File: config.mk
export PLATFORM = sky130hd
export DESIGN_NAME = bf3_regs
export DESIGN_NICKNAME = d
export VERILOG_FILES = /design/src/hw/rtl/bf3_pkg.sv /design/src/hw/rtl/bf3_regs.sv
export SDC_FILE = /design/constraint.sdc
export NUM_CORES = 1
export LEC_CHECK = 0
export ABC_AREA = 1
export BUFFER_PORTS_ARGS = -buffer_cell sky130_fd_sc_hd__buf_2
export CELL_PAD_IN_SITES_DETAIL_PLACEMENT = 1
export CELL_PAD_IN_SITES_GLOBAL_PLACEMENT = 2
export CORE_UTILIZATION = 28
export DETAILED_ROUTE_END_ITERATION = 16
export GPL_TIMING_DRIVEN = 0
export PLACE_DENSITY = 0.85
export SLEW_MARGIN = 20
export SYNTH_ARGS = -nofsm -noshare
export SYNTH_HDL_FRONTEND = slang
export SYNTH_SLANG_ARGS = --single-unit
File: constraint.sdc
create_clock -name clk_i -period 2.49 [get_ports clk_i]
set_clock_uncertainty 0.15 [all_clocks]
set_input_delay 0.498 -clock clk_i [delete_from_list [all_inputs] [get_ports clk_i]]
set_output_delay 0.498 -clock clk_i [all_outputs]
set_load 0.1 [all_outputs]
File: src/hw/rtl/bf3_pkg.sv
// ----------------------------------------------------------------------------
// bf3_pkg
// Shared constants, register codes, exp tables and control structs of the
// 3-D bilateral filter.
// ----------------------------------------------------------------------------
package bf3_pkg;

  localparam int MAX_DIM          = 32;
  localparam int MAX_DIAMETER     = 7;
  localparam int DEF_VALUE_BITS   = 16;

  localparam int COORD_W = 5;
  localparam int ADDR_W  = 3 * COORD_W;
  localparam int SIZE_W  = 6;
  localparam int DIAM_W  = 3;
  localparam int COEF_W  = 24;
  localparam int FIELD_W = 16;
  localparam int CNT_W   = 4;
  localparam int DIST_W  = 5;
  localparam int WGT_W   = 17;
  localparam int PADDR_W = 5;
  localparam int PDATA_W = 32;

  localparam logic [DIAM_W-1:0] RST_DIAMETER = 3'd3;
  localparam logic [COEF_W-1:0] RST_RANGE    = 24'd8;
  localparam logic [COEF_W-1:0] RST_SPATIAL  = 24'd65536;
  localparam logic [SIZE_W-1:0] RST_SIZE     = 6'd32;

  typedef enum logic [2:0] {
    REG_DIAMETER = 3'd0,
    REG_RANGE    = 3'd1,
    REG_SPATIAL  = 3'd2,
    REG_SIZE_X   = 3'd3,
    REG_SIZE_Y   = 3'd4,
    REG_SIZE_Z   = 3'd5
  } reg_idx_e;

  // Effective geometry and coefficients, after saturation
  typedef struct packed {
    logic [COEF_W-1:0] range_coef;
    logic [COEF_W-1:0] spatial_coef;
    logic [SIZE_W-1:0] sx;
    logic [SIZE_W-1:0] sy;
    logic [SIZE_W-1:0] sz;
    logic [DIAM_W-1:0] diam;
    logic [DIAM_W-1:0] half;
  } cfg_t;

  typedef struct packed {
    logic wr_en;
    logic start;
    logic mod_step;
    logic rd_centre;
    logic back_step;
    logic walk_init;
    logic issue;
    logic div_init;
    logic div_step;
    logic res_ld;
  } cmd_t;

  typedef struct packed {
    logic busy;
    logic walk_last;
  } sts_t;

  // exp(-n) * 65536
  function automatic logic [WGT_W-1:0] exp_int(input logic [3:0] n);
    logic [WGT_W-1:0] r;
    unique case (n)
      4'd0:    r = 17'd65536;
      4'd1:    r = 17'd24109;
      4'd2:    r = 17'd8869;
      4'd3:    r = 17'd3263;
      4'd4:    r = 17'd1200;
      4'd5:    r = 17'd442;
      4'd6:    r = 17'd162;
      4'd7:    r = 17'd60;
      4'd8:    r = 17'd22;
      4'd9:    r = 17'd8;
      4'd10:   r = 17'd3;
      4'd11:   r = 17'd1;
      default: r = 17'd0;
    endcase
    return r;
  endfunction

  // exp(-h/16) * 65536
  function automatic logic [WGT_W-1:0] exp_hi(input logic [3:0] h);
    logic [WGT_W-1:0] r;
    unique case (h)
      4'd0:  r = 17'd65536;
      4'd1:  r = 17'd61565;
      4'd2:  r = 17'd57835;
      4'd3:  r = 17'd54331;
      4'd4:  r = 17'd51039;
      4'd5:  r = 17'd47947;
      4'd6:  r = 17'd45042;
      4'd7:  r = 17'd42313;
      4'd8:  r = 17'd39750;
      4'd9:  r = 17'd37341;
      4'd10: r = 17'd35079;
      4'd11: r = 17'd32954;
      4'd12: r = 17'd30957;
      4'd13: r = 17'd29081;
      4'd14: r = 17'd27319;
      default: r = 17'd25664;
    endcase
    return r;
  endfunction

  // exp(-l/256) * 65536
  function automatic logic [WGT_W-1:0] exp_lo(input logic [3:0] l);
    logic [WGT_W-1:0] r;
    unique case (l)
      4'd0:  r = 17'd65536;
      4'd1:  r = 17'd65280;
      4'd2:  r = 17'd65026;
      4'd3:  r = 17'd64772;
      4'd4:  r = 17'd64520;
      4'd5:  r = 17'd64268;
      4'd6:  r = 17'd64018;
      4'd7:  r = 17'd63768;
      4'd8:  r = 17'd63520;
      4'd9:  r = 17'd63272;
      4'd10: r = 17'd63025;
      4'd11: r = 17'd62780;
      4'd12: r = 17'd62535;
      4'd13: r = 17'd62291;
      4'd14: r = 17'd62048;
      default: r = 17'd61806;
    endcase
    return r;
  endfunction

endpackage

File: src/hw/rtl/bf3_regs.sv
// ----------------------------------------------------------------------------
// bf3_regs
// APB configuration registers with saturation of window and volume sizes.
// ----------------------------------------------------------------------------
module bf3_regs import bf3_pkg::*; (
  input  logic               clk_i,
  input  logic               rst_ni,
  input  logic               psel,
  input  logic               penable,
  input  logic               pwrite,
  input  logic [PADDR_W-1:0] paddr,
  input  logic [PDATA_W-1:0] pwdata,
  output logic [PDATA_W-1:0] prdata,
  output logic               pready,
  output cfg_t               cfg_o
);

  logic [DIAM_W-1:0] diameter_q;
  logic [COEF_W-1:0] range_q, spatial_q;
  logic [SIZE_W-1:0] size_x_q, size_y_q, size_z_q;
  reg_idx_e          idx;

  assign idx    = reg_idx_e'(paddr[PADDR_W-1:2]);
  assign pready = 1'b1;

  always_ff @(posedge clk_i or negedge rst_ni) begin
    if (!rst_ni) begin
      diameter_q <= RST_DIAMETER;
      range_q    <= RST_RANGE;
      spatial_q  <= RST_SPATIAL;
      size_x_q   <= RST_SIZE;
      size_y_q   <= RST_SIZE;
      size_z_q   <= RST_SIZE;
    end else if (psel && penable && pwrite) begin
      unique case (idx)
        REG_DIAMETER: diameter_q <= pwdata[DIAM_W-1:0];
        REG_RANGE:    range_q    <= pwdata[COEF_W-1:0];
        REG_SPATIAL:  spatial_q  <= pwdata[COEF_W-1:0];
        REG_SIZE_X:   size_x_q   <= pwdata[SIZE_W-1:0];
        REG_SIZE_Y:   size_y_q   <= pwdata[SIZE_W-1:0];
        REG_SIZE_Z:   size_z_q   <= pwdata[SIZE_W-1:0];
        default: ;
      endcase
    end
  end

  always_comb begin
    unique case (idx)
      REG_DIAMETER: prdata = PDATA_W'(diameter_q);
      REG_RANGE:    prdata = PDATA_W'(range_q);
      REG_SPATIAL:  prdata = PDATA_W'(spatial_q);
      REG_SIZE_X:   prdata = PDATA_W'(size_x_q);
      REG_SIZE_Y:   prdata = PDATA_W'(size_y_q);
      REG_SIZE_Z:   prdata = PDATA_W'(size_z_q);
      default:      prdata = '0;
    endcase
  end

  function automatic logic [SIZE_W-1:0] eff_size(input logic [SIZE_W-1:0] s);
    logic [SIZE_W-1:0] r;
    if (s == '0) r = SIZE_W'(1);
    else if (s > SIZE_W'(MAX_DIM)) r = SIZE_W'(MAX_DIM);
    else r = s;
    return r;
  endfunction

  logic [DIAM_W-1:0] diam;
  assign diam = (diameter_q > DIAM_W'(MAX_DIAMETER)) ? DIAM_W'(MAX_DIAMETER) : diameter_q;

  assign cfg_o.range_coef   = range_q;
  assign cfg_o.spatial_coef = spatial_q;
  assign cfg_o.sx           = eff_size(size_x_q);
  assign cfg_o.sy           = eff_size(size_y_q);
  assign cfg_o.sz           = eff_size(size_z_q);
  assign cfg_o.diam         = diam;
  assign cfg_o.half         = diam >> 1;

endmodule

==> metrics.md, run 1 <==
| Metric | Value |
|---|---|
| Synthesized area per cell | `7.68 sq um` |
| Sort of element at the start of the critical path | `input pin` |
| FF+latch count, synth | `69` |
| GR Util All Layers | `19.2%` |
| Delay contributed by the slowest stage of the critical path | `0.28 ns` |
| Starting utilization of the core area | `28.8%` |
| Worst Max-Slew Pin Slew | `0.545 ns` |
| Floorplan Core Area | `12100 sq um` |
| Max IR drop VDD | `0.578 mV` |
| Die Footprint | `12900 sq um` |
| Netlist Area Pre-Place | `3480 sq um` |
| Clock tree root driver cell | `sky130_fd_sc_hd__clkbuf_16` |
| Antenna Cells | `0` |
| Global-route wire length before repair | `18.7 mm` |
| Top-Level Pins | `147` |
| Number of pins with negative max-slew slack in the final report | `0` |
| Row count | `40` |
| Clock Path Buffers | `2` |
| Mean number of vias per cell | `4.49` |
| Worst path required time | `1.84 ns` |
| Inst Count DP | `756` |
| Worst hold margin | `0.252 ns` |
| Proportion of netlist area held by the largest area contributor | `44.6%` |
| DRT Pass-1 Iters | `4` |
| Combined buffer and inverter count along the critical path | `5` |
| Die width | `113 um` |
| Initial antenna violation count | `0` |
| Delay-heaviest family, CP | `buffers and inverters` |
| Internal | `2.60 mW` |
| F_max | `416 MHz` |
| Slew margin rel. | `63.7%` |
| Proportion of layout cells with a drive suffix above 1 | `32.4%` |
| Portion of the post-synthesis area used by sequential elements | `49.9%` |
| Final standard cell count with taps included and fillers excluded | `773` |
| Worst endpoint data arrival time | `1.75 ns` |
| Top cells by area, synth | `sky130_fd_sc_hd__dfrtp_1, sky130_fd_sc_hd__nand2_1, sky130_fd_sc_hd__o21ai_0` |
| Area occupied by multi-input gates | `1330 sq um` |
| CP endpoint kind | `output pin` |
| Share of total power in the clock network | `22.8%` |
| Setup tns final | `0 ns` |
| Synth area leader | `sky130_fd_sc_hd__dfrtp_1` |
| Post-place setup slack | `-0.0840 ns` |
| Comb pwr share | `49.9%` |
| Via count | `3469` |
| Clock transition at the register clock pins on the worst setup and hold paths after CTS | `0.06 ns` |
| Final weighted congestion in routability-driven placement | `0.824` |
| Synth-to-layout area growth | `38.2%` |
| WL/cell | `15.1 um` |
| Number of clock sinks seen by CTS | `69` |
| Die Y-Extent | `113 um` |
| DRC errors left | `0` |
| Yosys warning total | `0` |
| Hold Crit Class | `in2reg` |
| Max-cap violations | `0` |
| Seq. cell area | `1740 sq um` |
| Cells after synthesis | `453` |
| Net total in the final layout | `642` |
| Hold violation count in the final report | `0` |
| HPWL after DPL | `8.76 mm` |
| Category of the most critical setup path | `in2out` |
| Final setup viols | `0` |
| Number of global-route vias before repair | `3589` |
| Status | `complete, no violations` |
| Unrepaired setup endpoints after global routing | `no` |
| Remaining antenna violation count after routing | `0` |
| DR iter-0 viols | `118` |
| Final standard cell utilization of the core | `39.8%` |
| Share of total power in sequential cells | `27.3%` |
| Number of I/O port buffers | `126` |
| Switching power total | `3.16 mW` |
| TritonCTS clock tree | `done` |
| Power density of the placed cells | `1200 nW/um^2` |
| Pin count of the biggest net entering global routing | `58` |
| Filler Cells Inserted | `1504` |
| Detailed-route wire length | `11.7 mm` |
| Leakage | `2.67 nW` |
| Critical path, cell by cell | `buf_2 > inv_2 > nand3_2 > inv_4 > buf_2 > nand2_1 > nand2_1 > buf_4` |
| Final critical delay including setup and external delays | `2.40 ns` |
| Number of buffers created by CTS | `9` |
| Deepest level of the CTS H-tree | `3` |
| Share of the clock period used by the worst path after layout | `96.5%` |
| Standard cell with the maximum stage delay on the critical path | `sky130_fd_sc_hd__buf_4` |
| Switching Fraction | `54.9%` |
| Clock latency at the later pin of the worst-skew pair | `0.33 ns` |
| Post-synthesis cell type count | `24` |
| Critical path fanouts, max | `10` |
| Remaining global-route overflow | `0` |
| Slack of the critical path | `0.0871 ns` |
==> repair_timing <==
action,in CTS,in global routing
buffers inserted,0,0
resized for setup,19,14
hold buffers,1,0
endpoints found under the hold margin,11,0
setup endpoints to repair,19,17
==> tightest hold or removal path: stages <==
cell                      delay, ns
sky130_fd_sc_hd__buf_2         0.13
sky130_fd_sc_hd__nand2_1       0.06
sky130_fd_sc_hd__nand2_1       0.05
==> cell usage after synthesis <==
master                     count
sky130_fd_sc_hd__nand2_1     142
sky130_fd_sc_hd__dfrtp_1      62
sky130_fd_sc_hd__inv_1        51
sky130_fd_sc_hd__o21ai_0      43
sky130_fd_sc_hd__nor2_1       31
sky130_fd_sc_hd__o21ai_1      26
sky130_fd_sc_hd__nand4_1      17
sky130_fd_sc_hd__buf_4        13
sky130_fd_sc_hd__nand3_1      13
sky130_fd_sc_hd__a21oi_1       9
sky130_fd_sc_hd__buf_2         9
sky130_fd_sc_hd__clkbuf_1      9
sky130_fd_sc_hd__dfstp_2       7
sky130_fd_sc_hd__buf_6         6
sky130_fd_sc_hd__inv_2         4
sky130_fd_sc_hd__conb_1        2
sky130_fd_sc_hd__nand3_2       2
sky130_fd_sc_hd__a21boi_0      1
sky130_fd_sc_hd__buf_1         1
sky130_fd_sc_hd__inv_4         1
sky130_fd_sc_hd__nand2_2       1
sky130_fd_sc_hd__nand2_4       1
sky130_fd_sc_hd__nor2_2        1
sky130_fd_sc_hd__nor2_4        1
==> logic make-up after synthesis <==
kind of cell	count (synthesis)	synth area share, %
AND/OR/NAND/NOR	209	25.2
buffers and inverters	94	13.2
AO/OA/AOI/OAI	79	11.4
flip-flops	69	49.9
other	2	0.216
==> through the flow <==
stage               total power [mW]  area (sq um)
finish                          5.76          4810
detailed placement              4.44          4400
global placement                4.40          4370
global route                    5.99          4810
floorplan                       3.95          3530
CTS                             5.80          4760
==> worst paths after layout <==
| kind | startpoint | end | slack, ns | cells past startpoint |
|---|---|---|---|---|
| hold / removal | pwdata[5] | size_z_q[5] | 0.25 | 3 |
| min in group asynchronous | rst_ni | size_z_q[2] | 0.42 | 2 |
| setup / recovery | paddr[2] | prdata[15] | 0.09 | 8 |
| max in group asynchronous | rst_ni | spatial_q[16] | 1.18 | 3 |
| hold reg to reg | range_q[3] | range_q[3] | 0.34 | 2 |
| setup reg to reg | size_x_q[5] | size_x_q[5] | 1.45 | 2 |
==> power groups by stage <==
stage	clock network, mW	registers (mW)	logic [mW]
detailed placement	0	1.58	2.86
CTS	1.35	1.57	2.88
finish	1.32	1.57	2.88
global route	1.40	1.60	2.99
floorplan	0	2.59	1.36
global placement	0	1.58	2.83
==> layout by cell type (no fill, tap or decap), types with 4 or more instances in the layout <==
cell	netlist	routed
sky130_fd_sc_hd__inv_1	51	51
sky130_fd_sc_hd__inv_2	4	4
sky130_fd_sc_hd__clkbuf_1	9	8
sky130_fd_sc_hd__nand4_1	17	17
sky130_fd_sc_hd__o21ai_1	26	26
sky130_fd_sc_hd__buf_2	9	109
sky130_fd_sc_hd__dfrtp_2	0	4
sky130_fd_sc_hd__dfstp_2	7	7
sky130_fd_sc_hd__dfrtp_1	62	58
sky130_fd_sc_hd__clkbuf_4	0	6
sky130_fd_sc_hd__nand3_2	2	4
sky130_fd_sc_hd__o21ai_0	43	43
sky130_fd_sc_hd__buf_6	6	13
sky130_fd_sc_hd__buf_4	13	26
sky130_fd_sc_hd__a21oi_1	9	8
sky130_fd_sc_hd__nor2_1	31	31
sky130_fd_sc_hd__nand2_1	142	142
sky130_fd_sc_hd__clkbuf_16	0	9
sky130_fd_sc_hd__nand3_1	13	11
sky130_fd_sc_hd__conb_1	2	10
==> sequential cells by signal, indices dropped and copies added (netlist names) <==
signal      count
diameter_q      3
range_q        24
size_x_q        6
size_y_q        6
size_z_q        6
spatial_q      24
==> metal layers <==
layer	global-route usage, %	vias to the layer above	part of all wire (%)	wire length [um]
li1	-	1689	-	-
met1	24.2	1639	46	5350
met2	31.7	129	46	5390
met3	5.42	12	6.7	783
met4	6.93	0	1.6	182
met5	0	-	0	0
==> final cells by class <==
class	count	area share [%]
plain buffers	38	5.21
clock buffers	11	5.26
clock inverters	5	1.20
inverters	56	4.43
multi-input cells	298	27.6
flip-flops and latches	69	36.2
well taps	168	4.37
repair buffers	128	15.8
Power figures use the tool's default switching activity.
==> run 2, diff against run 1 <==
--- a/config.mk
+++ b/config.mk
@@ -11,7 +11,6 @@
 export CELL_PAD_IN_SITES_GLOBAL_PLACEMENT = 2
 export CORE_UTILIZATION = 28
 export DETAILED_ROUTE_END_ITERATION = 16
-export GPL_TIMING_DRIVEN = 0
 export PLACE_DENSITY = 0.85
 export SLEW_MARGIN = 20
 export SYNTH_ARGS = -nofsm -noshare
==> run 2 against run 1 <==
Combinational power rose by 1%. Clock power fell by 11%. Global-route usage fell by 1.0 points. Hold slack got worse by 0.21 ns. Largest cell class unchanged.
==> metrics.md, run 2 (synthesis gave the netlist of run 1 again) <==
| Metric | Value |
|---|---|
| Post-CTS Hold Fix Bufs | `0` |
| Number of I/O port buffers | `126` |
| Post CTS Setup Buffer Count | `0` |
| Die Footprint | `12900 sq um` |
| Mean number of vias per cell | `4.47` |
| Final critical delay including setup and external delays | `2.30 ns` |
| WL/cell | `14.7 um` |
| Max-cap violations | `0` |
| Starting utilization of the core area | `28.8%` |
| Die Y-Extent | `113 um` |
| Power density of the placed cells | `1170 nW/um^2` |
| DRT Pass-1 Iters | `4` |
| Slew margin rel. | `60.4%` |
| Clock transition at the register clock pins on the worst setup and hold paths after CTS | `0.06 ns` |
| Number of global-route vias before repair | `3385` |
| Critical R2R Launch | `size_y_q[5]` |
| Deepest level of the CTS H-tree | `3` |
| Area post-placement | `4560 sq um` |
| Floorplan Core Area | `12100 sq um` |
| Post-place setup slack | `0.184 ns` |
| Design area | `4830 sq um` |
| Post-CTS resize count | `0` |
| Category of the most critical setup path | `reg2out` |
| Clock latency at the later pin of the worst-skew pair | `0.33 ns` |
| Share of total power in the clock network | `20.9%` |
| Max IR drop VDD | `0.428 mV` |
| Unrepaired setup endpoints after global routing | `no` |
| Leakage | `2.58 nW` |
| Comb pwr share | `51.5%` |
| Antenna Cells | `0` |
| R2r setup slk | `1.42 ns` |
| Status | `complete, no violations` |
| Via count | `3311` |
| Proportion of layout cells with a drive suffix above 1 | `30.4%` |
| Clock Path Buffers | `2` |
| Filler Cells Inserted | `1478` |
| GR Util All Layers | `18.2%` |
| Top-Level Pins | `147` |
| Most common cell after layout, fill and taps aside | `sky130_fd_sc_hd__nand2_1` |
| Final setup viols | `0` |
| Critical path fanouts, max | `3` |
| Worst endpoint data arrival time | `1.65 ns` |
| Endpoint of the worst-slack reg-to-reg timing path | `size_y_q[5]` |
| F_max | `435 MHz` |
| CP endpoint kind | `output pin` |
| Internal | `2.49 mW` |
| HPWL after DPL | `7.87 mm` |
| Slack of the critical path | `0.189 ns` |
| Number of buffers created by CTS | `9` |
| Share of the clock period used by the worst path after layout | `92.4%` |
| Initial antenna violation count | `0` |
| Setup tns final | `0 ns` |
| Row count | `40` |
| R2R depth | `2` |
| Switching Fraction | `56.1%` |
| Clock tree root driver cell | `sky130_fd_sc_hd__clkbuf_16` |
| Synth-to-layout area growth | `39.0%` |
| Detailed-route wire length | `10.9 mm` |
| Remaining global-route overflow | `0` |
| Worst Max-Slew Pin Slew | `0.591 ns` |
| Remaining antenna violation count after routing | `0` |
| Net total in the final layout | `609` |
| DR iter-0 viols | `146` |
| Sort of element at the start of the critical path | `flip-flop` |
| Registers with the most flip-flops | `range_q x24, spatial_q x24` |
| Number of clock sinks seen by CTS | `69` |
| Die width | `113 um` |
| Worst path required time | `1.84 ns` |
| DRC errors left | `0` |
| TritonCTS clock tree | `done` |
| Pin count of the biggest net entering global routing | `70` |
| Final weighted congestion in routability-driven placement | `0.800` |
| Hold Crit Class | `in2async` |
| Number of pins with negative max-slew slack in the final report | `0` |
| Hold violation count in the final report | `0` |
| Switching power total | `3.18 mW` |
| Most used cells in the layout excluding fill and tap cells | `sky130_fd_sc_hd__nand2_1, sky130_fd_sc_hd__buf_2, sky130_fd_sc_hd__dfrtp_1, sky130_fd_sc_hd__inv_1, sky130_fd_sc_hd__o21ai_0` |
| Global-route wire length before repair | `18.0 mm` |
| Share of total power in sequential cells | `27.6%` |
## run 2: how the worst max path moves through the flow
stage / startpoint / end / cells after the start
3_5_place_dp: paddr[3] / prdata[18] / 8
3_3_place_gp: paddr[3] / prdata[9] / 8
5_1_grt: size_x_q[2] / cfg_o[19] / 4
4_1_cts: paddr[3] / prdata[17] / 8
6_report: size_z_q[3] / cfg_o[8] / 4
2_1_floorplan: size_z_q[3] / cfg_o[7] / 3
## run 2: layout make-up
class	count	area, sq um	area share, %
multi-input cells	298	1330	27.4
clock inverters	7	52.6	1.09
inverters	56	213	4.40
clock buffers	9	225	4.66
repair buffers	133	1070	22.1
well taps	168	210	4.35
flip-flops and latches	69	1740	36.0
## run 2: per-layer routing
layer	part of all wire, %	up-vias	track usage, %	wire length, um
met2	47	110	29.6	5090
met4	1.1	0	5.35	118
met5	0	-	0	0
li1	-	1631	-	-
met3	7.8	10	5.79	846
met1	44	1560	23.2	4830
## run 2: per-stage QoR
stage	hold slack (ns)	utilization (%)	cells	total power [mW]
4_1_cts	0.0537	40.1	740	5.72
6_report	0.0435	40.1	740	5.67
3_5_place_dp	0.333	37.8	724	4.51
2_1_floorplan	0.0524	-	461	3.95
5_1_grt	0.0629	40.1	740	5.90
3_3_place_gp	0.323	37.8	724	4.47
## run 2: critical path, cell delays in order, from the launching register on
cell and delay [ns]:
sky130_fd_sc_hd__dfrtp_1 0.42, sky130_fd_sc_hd__nor2_1 0.18, sky130_fd_sc_hd__nand4_1 0.14, sky130_fd_sc_hd__a21oi_1 0.15
sky130_fd_sc_hd__buf_2 0.44
## run 2: power groups by stage
stage,registers [mW],logic (mW),clock network [mW]
after detailed placement,1.58,2.93,0
after global routing,1.60,3.03,1.27
after floorplan,2.59,1.36,0
after CTS,1.57,2.94,1.21
after global placement,1.57,2.91,0
final,1.56,2.92,1.18
