[src/hw/rtl/bf3_pkg.sv]
// ----------------------------------------------------------------------------
// bf3_pkg
// Shared constants, register codes, exp tables and control structs of the
// 3-D bilateral filter.
// ----------------------------------------------------------------------------
package bf3_pkg;

  localparam int MAX_DIM          = 32;
  localparam int MAX_DIAMETER     = 7;
  localparam int DEF_VALUE_BITS   = 16;

  localparam int COORD_W = 5;
  localparam int ADDR_W  = 3 * COORD_W;
  localparam int SIZE_W  = 6;
  localparam int DIAM_W  = 3;
  localparam int COEF_W  = 24;
  localparam int FIELD_W = 16;
  localparam int CNT_W   = 4;
  localparam int DIST_W  = 5;
  localparam int WGT_W   = 17;
  localparam int PADDR_W = 5;
  localparam int PDATA_W = 32;

  localparam logic [DIAM_W-1:0] RST_DIAMETER = 3'd3;
  localparam logic [COEF_W-1:0] RST_RANGE    = 24'd8;
  localparam logic [COEF_W-1:0] RST_SPATIAL  = 24'd65536;
  localparam logic [SIZE_W-1:0] RST_SIZE     = 6'd32;

  typedef enum logic [2:0] {
    REG_DIAMETER = 3'd0,
    REG_RANGE    = 3'd1,
    REG_SPATIAL  = 3'd2,
    REG_SIZE_X   = 3'd3,
    REG_SIZE_Y   = 3'd4,
    REG_SIZE_Z   = 3'd5
  } reg_idx_e;

  // Effective geometry and coefficients, after saturation
  typedef struct packed {
    logic [COEF_W-1:0] range_coef;
    logic [COEF_W-1:0] spatial_coef;
    logic [SIZE_W-1:0] sx;
    logic [SIZE_W-1:0] sy;
    logic [SIZE_W-1:0] sz;
    logic [DIAM_W-1:0] diam;
    logic [DIAM_W-1:0] half;
  } cfg_t;

  typedef struct packed {
    logic wr_en;
    logic start;
    logic mod_step;
    logic rd_centre;
    logic back_step;
    logic walk_init;
    logic issue;
    logic div_init;
    logic div_step;
    logic res_ld;
  } cmd_t;

  typedef struct packed {
    logic busy;
    logic walk_last;
  } sts_t;

  // exp(-n) * 65536
  function automatic logic [WGT_W-1:0] exp_int(input logic [3:0] n);
    logic [WGT_W-1:0] r;
    unique case (n)
      4'd0:    r = 17'd65536;
      4'd1:    r = 17'd24109;
      4'd2:    r = 17'd8869;
      4'd3:    r = 17'd3263;
      4'd4:    r = 17'd1200;
      4'd5:    r = 17'd442;
      4'd6:    r = 17'd162;
      4'd7:    r = 17'd60;
      4'd8:    r = 17'd22;
      4'd9:    r = 17'd8;
      4'd10:   r = 17'd3;
      4'd11:   r = 17'd1;
      default: r = 17'd0;
    endcase
    return r;
  endfunction

  // exp(-h/16) * 65536
  function automatic logic [WGT_W-1:0] exp_hi(input logic [3:0] h);
    logic [WGT_W-1:0] r;
    unique case (h)
      4'd0:  r = 17'd65536;
      4'd1:  r = 17'd61565;
      4'd2:  r = 17'd57835;
      4'd3:  r = 17'd54331;
      4'd4:  r = 17'd51039;
      4'd5:  r = 17'd47947;
      4'd6:  r = 17'd45042;
      4'd7:  r = 17'd42313;
      4'd8:  r = 17'd39750;
      4'd9:  r = 17'd37341;
      4'd10: r = 17'd35079;
      4'd11: r = 17'd32954;
      4'd12: r = 17'd30957;
      4'd13: r = 17'd29081;
      4'd14: r = 17'd27319;
      default: r = 17'd25664;
    endcase
    return r;
  endfunction

  // exp(-l/256) * 65536
  function automatic logic [WGT_W-1:0] exp_lo(input logic [3:0] l);
    logic [WGT_W-1:0] r;
    unique case (l)
      4'd0:  r = 17'd65536;
      4'd1:  r = 17'd65280;
      4'd2:  r = 17'd65026;
      4'd3:  r = 17'd64772;
      4'd4:  r = 17'd64520;
      4'd5:  r = 17'd64268;
      4'd6:  r = 17'd64018;
      4'd7:  r = 17'd63768;
      4'd8:  r = 17'd63520;
      4'd9:  r = 17'd63272;
      4'd10: r = 17'd63025;
      4'd11: r = 17'd62780;
      4'd12: r = 17'd62535;
      4'd13: r = 17'd62291;
      4'd14: r = 17'd62048;
      default: r = 17'd61806;
    endcase
    return r;
  endfunction

endpackage

[src/hw/rtl/bf3_ctrl.sv]
// ----------------------------------------------------------------------------
// bf3_ctrl
// Sequencer of one request: a load writes its voxel; a filter runs remainder,
// centre read, back-off, walk, drain, divide and result hand-off.
// ----------------------------------------------------------------------------
module bf3_ctrl import bf3_pkg::*; #(
  parameter int VALUE_BITS = DEF_VALUE_BITS
) (
  input  logic clk_i,
  input  logic rst_ni,
  input  cfg_t cfg_i,
  input  logic in_valid_i,
  input  logic in_func_i,
  output logic in_ready_o,
  output logic out_valid_o,
  input  logic out_ready_i,
  input  sts_t sts_i,
  output cmd_t cmd_o
);

  localparam logic [3:0] S_IDLE  = 4'd0;
  localparam logic [3:0] S_MOD   = 4'd1;
  localparam logic [3:0] S_CTR   = 4'd2;
  localparam logic [3:0] S_BACK  = 4'd3;
  localparam logic [3:0] S_INIT  = 4'd4;
  localparam logic [3:0] S_WALK  = 4'd5;
  localparam logic [3:0] S_DRAIN = 4'd6;
  localparam logic [3:0] S_DIV   = 4'd7;
  localparam logic [3:0] S_FIN   = 4'd8;

  logic [3:0]       state_q, state_d;
  logic [CNT_W-1:0] cnt_q, cnt_d;
  logic             out_valid_q, out_valid_d;
  logic             accept;

  assign in_ready_o  = (state_q == S_IDLE);
  assign accept      = in_valid_i & in_ready_o;
  assign out_valid_o = out_valid_q;

  always_comb begin
    state_d     = state_q;
    cnt_d       = cnt_q;
    out_valid_d = out_valid_q & ~out_ready_i;
    cmd_o       = '0;
    unique case (state_q)
      S_IDLE: begin
        cmd_o.wr_en = accept & ~in_func_i;
        cmd_o.start = accept & in_func_i;
        cnt_d       = '0;
        if (accept && in_func_i) state_d = S_MOD;
      end
      S_MOD: begin
        cmd_o.mod_step = 1'b1;
        cnt_d          = cnt_q + CNT_W'(1);
        if (cnt_q == CNT_W'(COORD_W - 1)) state_d = S_CTR;
      end
      S_CTR: begin
        cmd_o.rd_centre = 1'b1;
        cnt_d           = '0;
        state_d         = (cfg_i.half != '0) ? S_BACK : S_INIT;
      end
      S_BACK: begin
        cmd_o.back_step = 1'b1;
        cnt_d           = cnt_q + CNT_W'(1);
        if (cnt_q == CNT_W'(cfg_i.half - DIAM_W'(1))) state_d = S_INIT;
      end
      S_INIT: begin
        cmd_o.walk_init = 1'b1;
        state_d         = (cfg_i.diam != '0) ? S_WALK : S_DRAIN;
      end
      S_WALK: begin
        cmd_o.issue = 1'b1;
        if (sts_i.walk_last) state_d = S_DRAIN;
      end
      S_DRAIN: begin
        cnt_d = '0;
        if (!sts_i.busy) begin
          cmd_o.div_init = 1'b1;
          state_d        = S_DIV;
        end
      end
      S_DIV: begin
        cmd_o.div_step = 1'b1;
        cnt_d          = cnt_q + CNT_W'(1);
        if (cnt_q == CNT_W'(VALUE_BITS - 1)) state_d = S_FIN;
      end
      S_FIN: begin
        // hold the quotient until the result register frees up
        if (!out_valid_q || out_ready_i) begin
          cmd_o.res_ld = 1'b1;
          out_valid_d  = 1'b1;
          state_d      = S_IDLE;
        end
      end
      default: state_d = S_IDLE;
    endcase
  end

  always_ff @(posedge clk_i or negedge rst_ni) begin
    if (!rst_ni) begin
      state_q     <= S_IDLE;
      cnt_q       <= '0;
      out_valid_q <= 1'b0;
    end else begin
      state_q     <= state_d;
      cnt_q       <= cnt_d;
      out_valid_q <= out_valid_d;
    end
  end

  a_div_drained: assert property (@(posedge clk_i) disable iff (!rst_ni)
    (state_q == S_DIV) |-> !sts_i.busy)
    else $error("divide started with samples still in the weight pipeline");

  a_fin_result: assert property (@(posedge clk_i) disable iff (!rst_ni)
    ($past(state_q) == S_FIN && state_q == S_IDLE) |-> out_valid_q)
    else $error("filter result dropped on the way out");

  a_mod_len: assert property (@(posedge clk_i) disable iff (!rst_ni)
    (state_q == S_MOD) |=> (state_q == S_MOD || state_q == S_CTR))
    else $error("remainder phase left early");

  a_walk_exit: assert property (@(posedge clk_i) disable iff (!rst_ni)
    (state_q == S_WALK && sts_i.walk_last) |=> (state_q == S_DRAIN && sts_i.busy))
    else $error("window walk ended without pending samples");

endmodule

[config.mk]
export PLATFORM = sky130hd
export DESIGN_NAME = bf3_ctrl
export DESIGN_NICKNAME = d
export VERILOG_FILES = /design/src/hw/rtl/bf3_pkg.sv /design/src/hw/rtl/bf3_ctrl.sv
export SDC_FILE = /design/constraint.sdc
export NUM_CORES = 1
export LEC_CHECK = 0
export BUFFER_PORTS_ARGS = -buffer_cell sky130_fd_sc_hd__clkbuf_2
export CAP_MARGIN = 0
export CORE_UTILIZATION = 30
export DETAILED_ROUTE_END_ITERATION = 10
export GPL_TIMING_DRIVEN = 0
export PLACE_DENSITY = 0.76
export SLEW_MARGIN = 0
export SYNTH_ARGS = -nofsm -noshare
export SYNTH_HDL_FRONTEND = slang
export SYNTH_SLANG_ARGS = --single-unit
[constraint.sdc]
create_clock -name clk_i -period 1.6 [get_ports clk_i]
set_input_delay 0.16 -clock clk_i [delete_from_list [all_inputs] [get_ports clk_i]]
set_output_delay 0.16 -clock clk_i [all_outputs]
set_load 0.05 [all_outputs]
==> results of run 1 <==
report_power, final:
part	total, mW	leakage, nW	internal, mW	switching (mW)
Combinational	2.45	0.506	1.16	1.28
Sequential	0.440	0.113	0.325	0.115
Clock	0.166	0.0150	0.0955	0.0707
Total	3.05	0.634	1.59	1.47
state kept, by name, summed over array words and instances, names as in the netlist:
name	count
state_q	4
cnt_q	4
out_valid_o	1
cell usage in the layout, fill, tap and decap left out, types with 2 or more instances in the layout:
master                     Yosys  layout
sky130_fd_sc_hd__buf_4         2      17
sky130_fd_sc_hd__inv_1         5       4
sky130_fd_sc_hd__dfrtp_2       0       4
sky130_fd_sc_hd__nand2_1      11       9
sky130_fd_sc_hd__buf_12        0       3
sky130_fd_sc_hd__nor2_1        7       5
sky130_fd_sc_hd__nor3_4        0       3
sky130_fd_sc_hd__nor3_1        5       2
sky130_fd_sc_hd__buf_6         2       6
sky130_fd_sc_hd__inv_2         2       2
sky130_fd_sc_hd__buf_8         0       5
sky130_fd_sc_hd__clkbuf_4      0       3
sky130_fd_sc_hd__o21ai_1       5       5
sky130_fd_sc_hd__dfrtp_1       9       5
sky130_fd_sc_hd__ha_1          4       3
sky130_fd_sc_hd__mux2_4        2       2
sky130_fd_sc_hd__clkbuf_2      0      14
sky130_fd_sc_hd__mux2i_1       2       2
sky130_fd_sc_hd__nand3b_1      2       2
sky130_fd_sc_hd__a21oi_1       3       3
sky130_fd_sc_hd__xor2_1        3       3
per-layer routing:
metal	vias up	part of all wire, %	GRT usage, %
met1	440	35	17.12
met5	-	0	0
met4	0	2.3	5.263
li1	417	-	-
met3	6	4.5	6.780
met2	34	58	34.16
worst paths after layout:
path,end,from,slack [ps]
min in group asynchronous,cnt_q[2]$_DFFE_PN0P_,rst_ni,300
worst max-delay path,state_q[0]$_DFFE_PN0P_,state_q[1]$_DFFE_PN0P_,-170
worst max register to register,state_q[0]$_DFFE_PN0P_,state_q[1]$_DFFE_PN0P_,-170
max in group asynchronous,state_q[2]$_DFFE_PN0P_,rst_ni,1100
worst min-delay path,out_valid_o$_DFF_PN0_,out_ready_i,280
worst min register to register,out_valid_o$_DFF_PN0_,out_valid_o$_DFF_PN0_,600
worst max-delay path, stage by stage (launching register included):
cell and delay, ps:
sky130_fd_sc_hd__dfrtp_2 460, sky130_fd_sc_hd__buf_4 170, sky130_fd_sc_hd__nor3b_1 320, sky130_fd_sc_hd__a31oi_2 80, sky130_fd_sc_hd__o211ai_2 230, sky130_fd_sc_hd__a211oi_4 80, sky130_fd_sc_hd__mux2_4 310
cell type report:
class,instances,share of cell area [%]
multi-input cells,70,44.55
repair buffers,44,28.84
flip-flops and latches,9,16.43
plain buffers,5,3.571
well taps,30,2.679
inverters,7,2.054
clock buffers,4,1.875
timing repair:
action                                 in CTS  in global routing
pin swaps                                   8                 10
hold buffers                                1                  0
resized for setup                          31                 23
endpoints found under the hold margin       9                  0
setup buffers                              13                  6
setup endpoints to repair                  13                 14
stage by stage:
step | total power [mW] | std cells
after global routing | 3.226 | 169
final | 3.053 | 169
after floorplan | 1.713 | 91
after detailed placement | 2.016 | 145
after CTS | 2.674 | 163
after global placement | 1.948 | 145
kinds of logic after synthesis:
group	count (synthesis)	synth area share (%)
DFF	9	28.13
and+or+nand+nor	40	28.28
xor gates and xnor gates	4	4.376
buffers and inverters	12	8.593
adders and majority gates	4	6.250
AOI/OAI and AO/OA	18	18.12
muxes	4	6.250
==> run metrics, run 1 <==
net count reported at finish=223; maximum number of pins on one net before global-route repair=11; setup slack after layout=-173.4 ps; Inserted Clock Buffers=3; Post-route DRC=0; normalized max-slew margin=70.80%; syn_nets=174; global-route wire length before repair=3.553 mm; Total GRT Usage=17.76%; endpoint required time on the critical path=1730 ps; register cell area after layout=230.2 um2; post-detailed-route wirelength per cell=16.07 um; Max Clock Skew=2.099 ps; total congestion overflow=0; shortest clock period the worst path allows after layout=1773 ps; total via count after detailed routing=897; power density over the cells=2179 nW/um2; Post-synth EDFFs=0; endpoint class of the critical path=flop; Yosys warnings=0; CP Data Arrival Time=1910 ps; fraction of synthesis flops using an asynchronous set or reset pin=100.0%; final core area utilization=56.06%; maximum resistive drop on vdd=1.445 mV; placeable core area=2500 um2; vias in the first global route=803; mean instance size in the synthesized netlist=8.800 um2; run status=finished, violations left; biggest area consumer among synthesized cells=sky130_fd_sc_hd__dfrtp_1; standby leakage power=0.6340 nW; share of layout cells above drive strength 1=59.71%; synthesized cell area=800.8 um2; largest fanout of any net on the critical path=5; post-placement setup slack=-352.7 ps; library cell used as clock root buffer=sky130_fd_sc_hd__clkbuf_4; Die X-Extent=53.67 um; Crit Path Category=reg -> reg; Slew Viols, Final=0; Die H=53.67 um; synthesized instance count=91; mean number of vias per cell=5.308; Synth cell types=39; Detailed Routing Iterations Pass 1=4; number of ports placed on the die boundary=91; final number of hold-violating endpoints=0; type of element launching the critical path=flop; count of nets left with antenna violations after detail routing=0; DR iter-0 viols=17; cell area after layout=1401 um2; Skew-Pair Late Insertion Delay=250 ps; synthesis-stage register bit count=9; Worst-path clk slew=50 ps; global placer's final weighted congestion=0.7633; half-perimeter wire length after placement=1.568 mm; clock sinks=9; effective utilization at floorplan=32.03%; Ant. Diodes=0; setup repair after global routing missed its margin=true; Layout area overhead=75.00%; final period utilization=110.8%; min-delay worst type=in -> reg; top cells by instance count after synthesis=11 x sky130_fd_sc_hd__nand2_1, 9 x sky130_fd_sc_hd__dfrtp_1, 7 x sky130_fd_sc_hd__nor2_1; final setup violating endpoints=6; number of antenna violations at the first check in global routing=0; most used flip-flop cell after synthesis=sky130_fd_sc_hd__dfrtp_1; overall routed net length=2.716 mm; leading post-synthesis cells by cell area=sky130_fd_sc_hd__dfrtp_1 28%, sky130_fd_sc_hd__ha_1 6.3%, sky130_fd_sc_hd__nand2_1 5.2%; area of the die=2880 um2; clock tree from TritonCTS=built; PortBufs=24; number of cells traversed by the worst hold path=3; Post-DP Area=993.5 um2; H-tree Lvls=1; Least-Margin Pin Slew=426.9 ps; maximum buffer depth of the clock tree=2; fill cell total of the finished layout=206; count of standard-cell rows=18; most numerous cell in the Yosys netlist=sky130_fd_sc_hd__nand2_1; failing checks=negative setup slack; maximum capacitance violations=0; upper clock frequency limit=0.5639 GHz; multi-input gate area in the final layout=624.3 um2; fraction of post-synthesis cell area in the top cell type by area=28.13%; part of the Yosys area used for sequential elements=28.13%; WHS=280.3 ps; setup tns final=-785.1 ps; number of cells on the worst reg-to-reg path=6
Power figures use the tool's default switching activity.
==> run 2: changes to the inputs <==
Settings changed: CORE_UTILIZATION 30 to 33, PLACE_DENSITY 0.76 to 0.79.
Clock period 1.6 ns to 1.7 ns, I/O delays scaled along.
==> run metrics, run 2 (synthesis results as in run 1) <==
final setup violating endpoints=2 (-4); Max Clock Skew=9.379 ps (+7.280 ps); global placer's final weighted congestion=0.7691 (+0.76%); Die H=51.26 um (-4.5%); power share of the combinational group=74.6% (-5.5 points); min-delay worst type=in -> reg; Net Sw Frac=50.38% (+2.3 points); count of standard-cell rows=17 (-1); Ant. Diodes=0 (unchanged); area of the die=2628 um2 (-8.8%); final number of hold-violating endpoints=0 (unchanged); library cell used as clock root buffer=sky130_fd_sc_hd__clkbuf_4; setup tns final=-93.26 ps (+691.9 ps); final core area utilization=52.05% (-4.0 points); mean number of vias per cell=4.956 (-6.6%); clock tree from TritonCTS=built; type of element launching the critical path=flop; total via count after detailed routing=793 (-12%); share of layout cells above drive strength 1=49.24% (-10 points); half-perimeter wire length after placement=1.463 mm (-6.7%); WHS=260.6 ps (-19.66 ps); setup slack after layout=-50.58 ps (+122.8 ps); most common cell after layout, fill and taps aside=sky130_fd_sc_hd__clkbuf_2; commonest cells after routing, fill and taps aside=18 x sky130_fd_sc_hd__clkbuf_2, 15 x sky130_fd_sc_hd__buf_4, 11 x sky130_fd_sc_hd__nand2_1; failing checks=negative setup slack; Die X-Extent=51.26 um (-4.5%); number of ports placed on the die boundary=91 (unchanged); power density over the cells=1946 nW/um2 (-11%); upper clock frequency limit=0.5712 GHz (+1.3%); Layout area overhead=46.56%; H-tree Lvls=1 (unchanged); shortest clock period the worst path allows after layout=1751 ps (-22.82 ps); final period utilization=103.0% (-7.9 points); vias in the first global route=809 (+0.75%); total congestion overflow=0 (unchanged); Worst-path clk slew=50 ps (about the same); DR iter-0 viols=4 (-13); normalized max-slew margin=74.92% (+4.1 points); net count reported at finish=216 (-3.1%); global-route wire length before repair=3.263 mm (-8.2%); cell-internal power=1.133 mW (-29%); endpoint class of the critical path=flop; slowest CP cell=sky130_fd_sc_hd__dfrtp_2; Inserted Clock Buffers=3 (unchanged); Crit Path Category=reg -> reg; post-detailed-route wirelength per cell=12.28 um (-24%); Detailed Routing Iterations Pass 1=4 (unchanged); count of nets left with antenna violations after detail routing=0 (unchanged); largest fanout of any net on the critical path=6 (+1); PortBufs=24 (unchanged); maximum buffer depth of the clock tree=2 (unchanged); Total GRT Usage=16.47% (-1.3 points); switching pwr=1.150 mW (-22%); CP Data Arrival Time=1890 ps (-20 ps); placeable core area=2255 um2 (-9.8%); share of power burned in the clock network=7.3% (+1.9 points); clock sinks=9 (unchanged); number of antenna violations at the first check in global routing=0 (unchanged); maximum capacitance violations=0 (unchanged); Least-Margin Pin Slew=366.8 ps (-60.15 ps); maximum resistive drop on vdd=0.9811 mV (-32%); maximum number of pins on one net before global-route repair=11 (unchanged); standby leakage power=0.5567 nW (-12%); overall routed net length=1.965 mm (-28%); Skew-Pair Late Insertion Delay=270 ps (+20 ps); Slew Viols, Final=0 (unchanged); Critical Path Max Stage Delay=470 ps (about the same); effective utilization at floorplan=35.52% (+3.5 points); setup repair after global routing missed its margin=true; Post-route DRC=0 (unchanged); endpoint required time on the critical path=1840 ps (+110 ps); run status=finished, violations left; register share of total power=18.1% (+3.7 points); cell chain of the critical path=and4b_4 -> a22oi_2 -> o211ai_2 -> a211oi_4 -> mux2_4
run 2: critical path, delay by kind of cell, from the launching register on:
family,cells,cell delay [ps]
muxes,1,330
DFF,1,470
AOI/OAI and AO/OA,3,620
and+or+nand+nor,1,230
run 2: final timing paths:
kind	from	end	slack, ps	cells past startpoint
min in group asynchronous	rst_ni	cnt_q[2]$_DFFE_PN0P_	290	2
hold reg to reg	cnt_q[3]$_DFFE_PN0P_	cnt_q[3]$_DFFE_PN0P_	580	1
setup reg to reg	state_q[1]$_DFFE_PN0P_	state_q[0]$_DFFE_PN0P_	-50	5
max in group asynchronous	rst_ni	state_q[1]$_DFFE_PN0P_	1180	2
hold / removal	cfg_i[5]	state_q[1]$_DFFE_PN0P_	260	4
setup / recovery	state_q[1]$_DFFE_PN0P_	state_q[0]$_DFFE_PN0P_	-50	5
run 2: stage by stage:
stage	instance area (um2)	power (mW)	setup slack [ps]	instances
floorplan	835.8	1.612	-285.1	91
global placement	991.0	1.826	-227.9	143
detailed placement	991.0	1.879	-291.4	143
CTS	1104	2.176	-90.46	154
global route	1174	2.427	-121.2	160
finish	1174	2.283	-50.58	160
run 2: final cells by class:
class                           count  area, um2
Buffer                              5      46.29
Inverter                            7      26.28
Timing Repair Buffer               37      255.2
Fill cell                         213       1081
Clock buffer                        4      26.28
Sequential cell                     9      229.0
Tap cell                           28      35.03
Multi-Input combinational cell     70      555.5
run 2: what timing repair did:
action / CTS / global route
hold buffers: 1 / 0
resized for setup: 10 / 18
cloned: 0 / 0
buffers inserted: 6 / 6
pin swaps: 6 / 6
endpoints found under the setup margin: 9 / 11
endpoints found under the hold margin: 9 / 0
run 2: power by group through the flow:
stage | Combinational (mW) | Sequential (mW) | Clock (mW)
final | 1.70 | 0.414 | 0.166
after global routing | 1.82 | 0.426 | 0.176
after CTS | 1.60 | 0.405 | 0.167
after detailed placement | 1.45 | 0.431 | 0
after global placement | 1.40 | 0.423 | 0
after floorplan | 1.20 | 0.415 | 0
run 2: per-layer routing:
layer / vias to the layer above / GRT usage [%] / wire length, um
met2: 22 / 31.14 / 975
met3: 4 / 5.357 / 102
li1: 404 / - / -
met5: - / 0 / 0
met1: 363 / 17.90 / 864
met4: 0 / 2.703 / 23
==> run 3: changes to the inputs <==
Settings changed: ABC_AREA set to 1, CORE_UTILIZATION 33 to 32, PLACE_DENSITY 0.79 to 0.78.
==> run metrics, run 3 <==
number of cells traversed by the worst hold path=4 (unchanged); maximum resistive drop on vdd=0.8429 mV (-14%); count of nets left with antenna violations after detail routing=0 (unchanged); Top Usage Layer GRT=met2; register share of total power=20.9% (+2.8 points); H-tree Lvls=1 (unchanged); vias in the first global route=746 (-7.8%); half-perimeter wire length after placement=1.465 mm (+0.14%); biggest area consumer among synthesized cells=sky130_fd_sc_hd__dfrtp_1; multi-input gate area in the final layout=490.5 um2 (-12%); fraction of synthesis flops using an asynchronous set or reset pin=100.0% (unchanged); post-detailed-route wirelength per cell=9.481 um (-23%); share of layout cells above drive strength 1=30.72% (-19 points); fill cell total of the finished layout=248 (+16%); slowest CP cell=sky130_fd_sc_hd__dfrtp_1; total via count after detailed routing=836 (+5.4%); library cell used as clock root buffer=sky130_fd_sc_hd__clkbuf_4; final period utilization=94.52% (-8.5 points); synthesized cell area=763.2 um2 (-4.7%); leading post-synthesis cells by cell area=sky130_fd_sc_hd__dfrtp_1 30%, sky130_fd_sc_hd__nand2_1 18%, sky130_fd_sc_hd__inv_1 12%; part of the Yosys area used for sequential elements=29.51% (+1.4 points); Crit path top cell by count=sky130_fd_sc_hd__nor2_4; maximum capacitance violations=0 (unchanged); number of ports placed on the die boundary=91 (unchanged); min-delay worst type=in -> reg; final setup violating endpoints=0 (-2); placeable core area=2233 um2 (-0.94%); met1 Usage GRT=16.82% (-1.1 points); switching pwr=0.9510 mW (-17%); CP Data Arrival Time=1440 ps (-450 ps); maximum number of pins on one net before global-route repair=11 (unchanged); global routing met3 resource utilization=0.8929% (-4.5 points); maximum buffer depth of the clock tree=2 (unchanged); Crit Path Category=reg -> out; endpoint class of the critical path=output pin; Total GRT Usage=14.13% (-2.3 points); Layout area overhead=34.75%; largest fanout of any net on the critical path=7 (+1); most common cell after layout, fill and taps aside=sky130_fd_sc_hd__nand2_1; total power of the final layout=1.668 mW (-27%); cell chain of the critical path=nor2_4 -> nand2_1 -> inv_2 -> nand2_2 -> nor2_4 -> clkbuf_8; Die X-Extent=50.84 um (-0.83%); type of element launching the critical path=flop; Least-Margin Pin Slew=388.8 ps (+22.00 ps); Yosys warnings=0 (unchanged); Post-synth EDFFs=0 (unchanged); global placer's final weighted congestion=0.8677 (+13%); Die H=50.84 um (-0.83%); cell area after layout=1028 um2 (-12%); most used flip-flop cell after synthesis=sky130_fd_sc_hd__dfrtp_1; cell-internal power=0.7171 mW (-37%); effective utilization at floorplan=34.17% (-1.3 points); final number of hold-violating endpoints=0 (unchanged); kind of cell with the highest combined delay on the critical path=flip-flops; shortest clock period the worst path allows after layout=1607 ps (-143.8 ps); total congestion overflow=0 (unchanged); most numerous cell in the Yosys netlist=sky130_fd_sc_hd__nand2_1; Skew-Pair Late Insertion Delay=250 ps (-20 ps); Net Sw Frac=57.01% (+6.6 points); Inserted Clock Buffers=3 (unchanged); met2 capacity usage during global routing=26.22% (-4.9 points); standby leakage power=0.5707 nW (+2.5%); net count reported at finish=237 (+9.7%); final core area utilization=46.05% (-6.0 points); hold_sp=out_ready_i; PortBufs=24 (unchanged); Worst-path clk slew=60 ps (about the same); syn_nets=207 (+19%); upper clock frequency limit=0.6224 GHz (+8.9%); run status=complete, no violations; clock sinks=9 (unchanged); startpoint of the most critical register-to-register path=cnt_q[0]$_DFFE_PN0P_; synthesis-stage register bit count=9 (unchanged); reg-to-reg setup timing slack=210 ps (+260 ps); number of cells on the worst reg-to-reg path=9 (+4); Synth cell types=16 (-59%); area of the die=2584 um2 (-1.7%); clock tree from TritonCTS=built; DR iter-0 viols=10 (+6); number of antenna violations at the first check in global routing=0 (unchanged); power share of the combinational group=69.7% (-4.9 points); overall routed net length=1.716 mm (-13%); Stages on worst setup path=6 (+1); count of standard-cell rows=17 (unchanged); WHS=216.2 ps (-44.42 ps); Slew Viols, Final=0 (unchanged); top cells by instance count after synthesis=37 x sky130_fd_sc_hd__nand2_1, 24 x sky130_fd_sc_hd__inv_1, 16 x sky130_fd_sc_hd__nor2_1, 11 x sky130_fd_sc_hd__nand3_1, 9 x sky130_fd_sc_hd__dfrtp_1; Post-DP Area=954.7 um2 (-3.7%); fraction of post-synthesis cell area in the top cell type by area=29.51% (+1.4 points); number of buffers added for setup after CTS=0 (-6); Max Clock Skew=3.169 ps (-6.211 ps); synthesized instance count=124 (+36%); launch point of the worst path=state_q[1]$_DFFE_PN0P_; # placed instances=176 (+23%); share of power burned in the clock network=9.5% (+2.2 points); mean instance size in the synthesized netlist=6.155 um2 (-30%); filler-free cell count of the finished design=181 (+13%); setup repair after global routing missed its margin=false; Detailed Routing Iterations Pass 1=4 (unchanged); power density over the cells=1622 nW/um2 (-17%); Post-route DRC=0 (unchanged); global-route wire length before repair=2.808 mm (-14%); commonest cells after routing, fill and taps aside=36 x sky130_fd_sc_hd__nand2_1, 23 x sky130_fd_sc_hd__inv_1, 21 x sky130_fd_sc_hd__clkbuf_2; endpoint required time on the critical path=1530 ps (-310 ps); normalized max-slew margin=73.81% (-1.1 points); Ant. Diodes=0 (unchanged); Critical Path Max Stage Delay=470 ps (about the same); register cell area after layout=225.2 um2 (-1.6%); mean number of vias per cell=4.619 (-6.8%); Crit path buffers/inverters=2 (+2)
==> run 3: changes by cell type after synthesis, sizes merged, moves of 10 or more <==
cell,previous run,this run
nor2,7,19
inv,7,24
nand3,2,12
nand2,11,38
==> run 3: cell type report <==
class                   count  area share, %
plain buffers               1          1.095
flip-flops and latches      9          21.90
clock buffers               4          2.555
repair buffers             25          14.60
multi-input cells          90          47.69
inverters                  24          8.759
well taps                  28          3.406
==> run 3: cells by family after synthesis <==
logic type | Yosys count | share of synthesized area (%)
AOI/OAI and AO/OA | 9 | 6.229
and+or+nand+nor | 76 | 43.28
adders and majority gates | 4 | 6.558
xor gates and xnor gates | 1 | 1.148
buffers and inverters | 25 | 13.28
DFF | 9 | 29.51
==> run 3: power groups by stage <==
| stage | registers (mW) | clock network (mW) | logic [mW] |
|---|---|---|---|
| after floorplan | 0.336 | 0 | 0.897 |
| after detailed placement | 0.341 | 0 | 1.12 |
| after global placement | 0.338 | 0 | 1.10 |
| after CTS | 0.340 | 0.165 | 1.15 |
| after global routing | 0.356 | 0.179 | 1.28 |
| final | 0.348 | 0.158 | 1.16 |
==> run 3: stage by stage <==
step	worst slack, ps	TNS, ps
4_1_cts	23.97	0
2_1_floorplan	-88.92	-177.8
3_3_place_gp	135.5	0
3_5_place_dp	90.42	0
5_1_grt	4.673	0
6_report	93.20	0
==> run 3: repair_timing <==
| item | in CTS | in global routing |
|---|---|---|
| hold buffers | 1 | 0 |
| resized for setup | 7 | 4 |
| endpoints found under the hold margin | 9 | 0 |
| setup endpoints to repair | 3 | 3 |
==> run 3: path summary, 6_finish.rpt <==
check	end
worst min register to register	state_q[2]$_DFFE_PN0P_
worst max register to register	state_q[1]$_DFFE_PN0P_
min in group asynchronous	cnt_q[2]$_DFFE_PN0P_
worst max-delay path	cmd_o[9]
worst min-delay path	out_valid_o$_DFF_PN0_
max in group asynchronous	state_q[3]$_DFFE_PN0P_
==> run 3: routing by layer <==
layer / up-vias / wire [um]
li1: 445 / -
met1: 373 / 807
met2: 18 / 853
met3: 0 / 54
met4: 0 / 0
met5: - / 0
==> run 3: worst reg2reg max path, cell delays in order (launching register included) <==
cell and delay (ps):
sky130_fd_sc_hd__dfrtp_1 390, sky130_fd_sc_hd__inv_1 140, sky130_fd_sc_hd__ha_1 170, sky130_fd_sc_hd__nand3_1 80, sky130_fd_sc_hd__nand2_1 80, sky130_fd_sc_hd__nand2_1 50
sky130_fd_sc_hd__nor2_2 200, sky130_fd_sc_hd__nand3_2 130, sky130_fd_sc_hd__nand2_1 80, sky130_fd_sc_hd__nand2_1 60
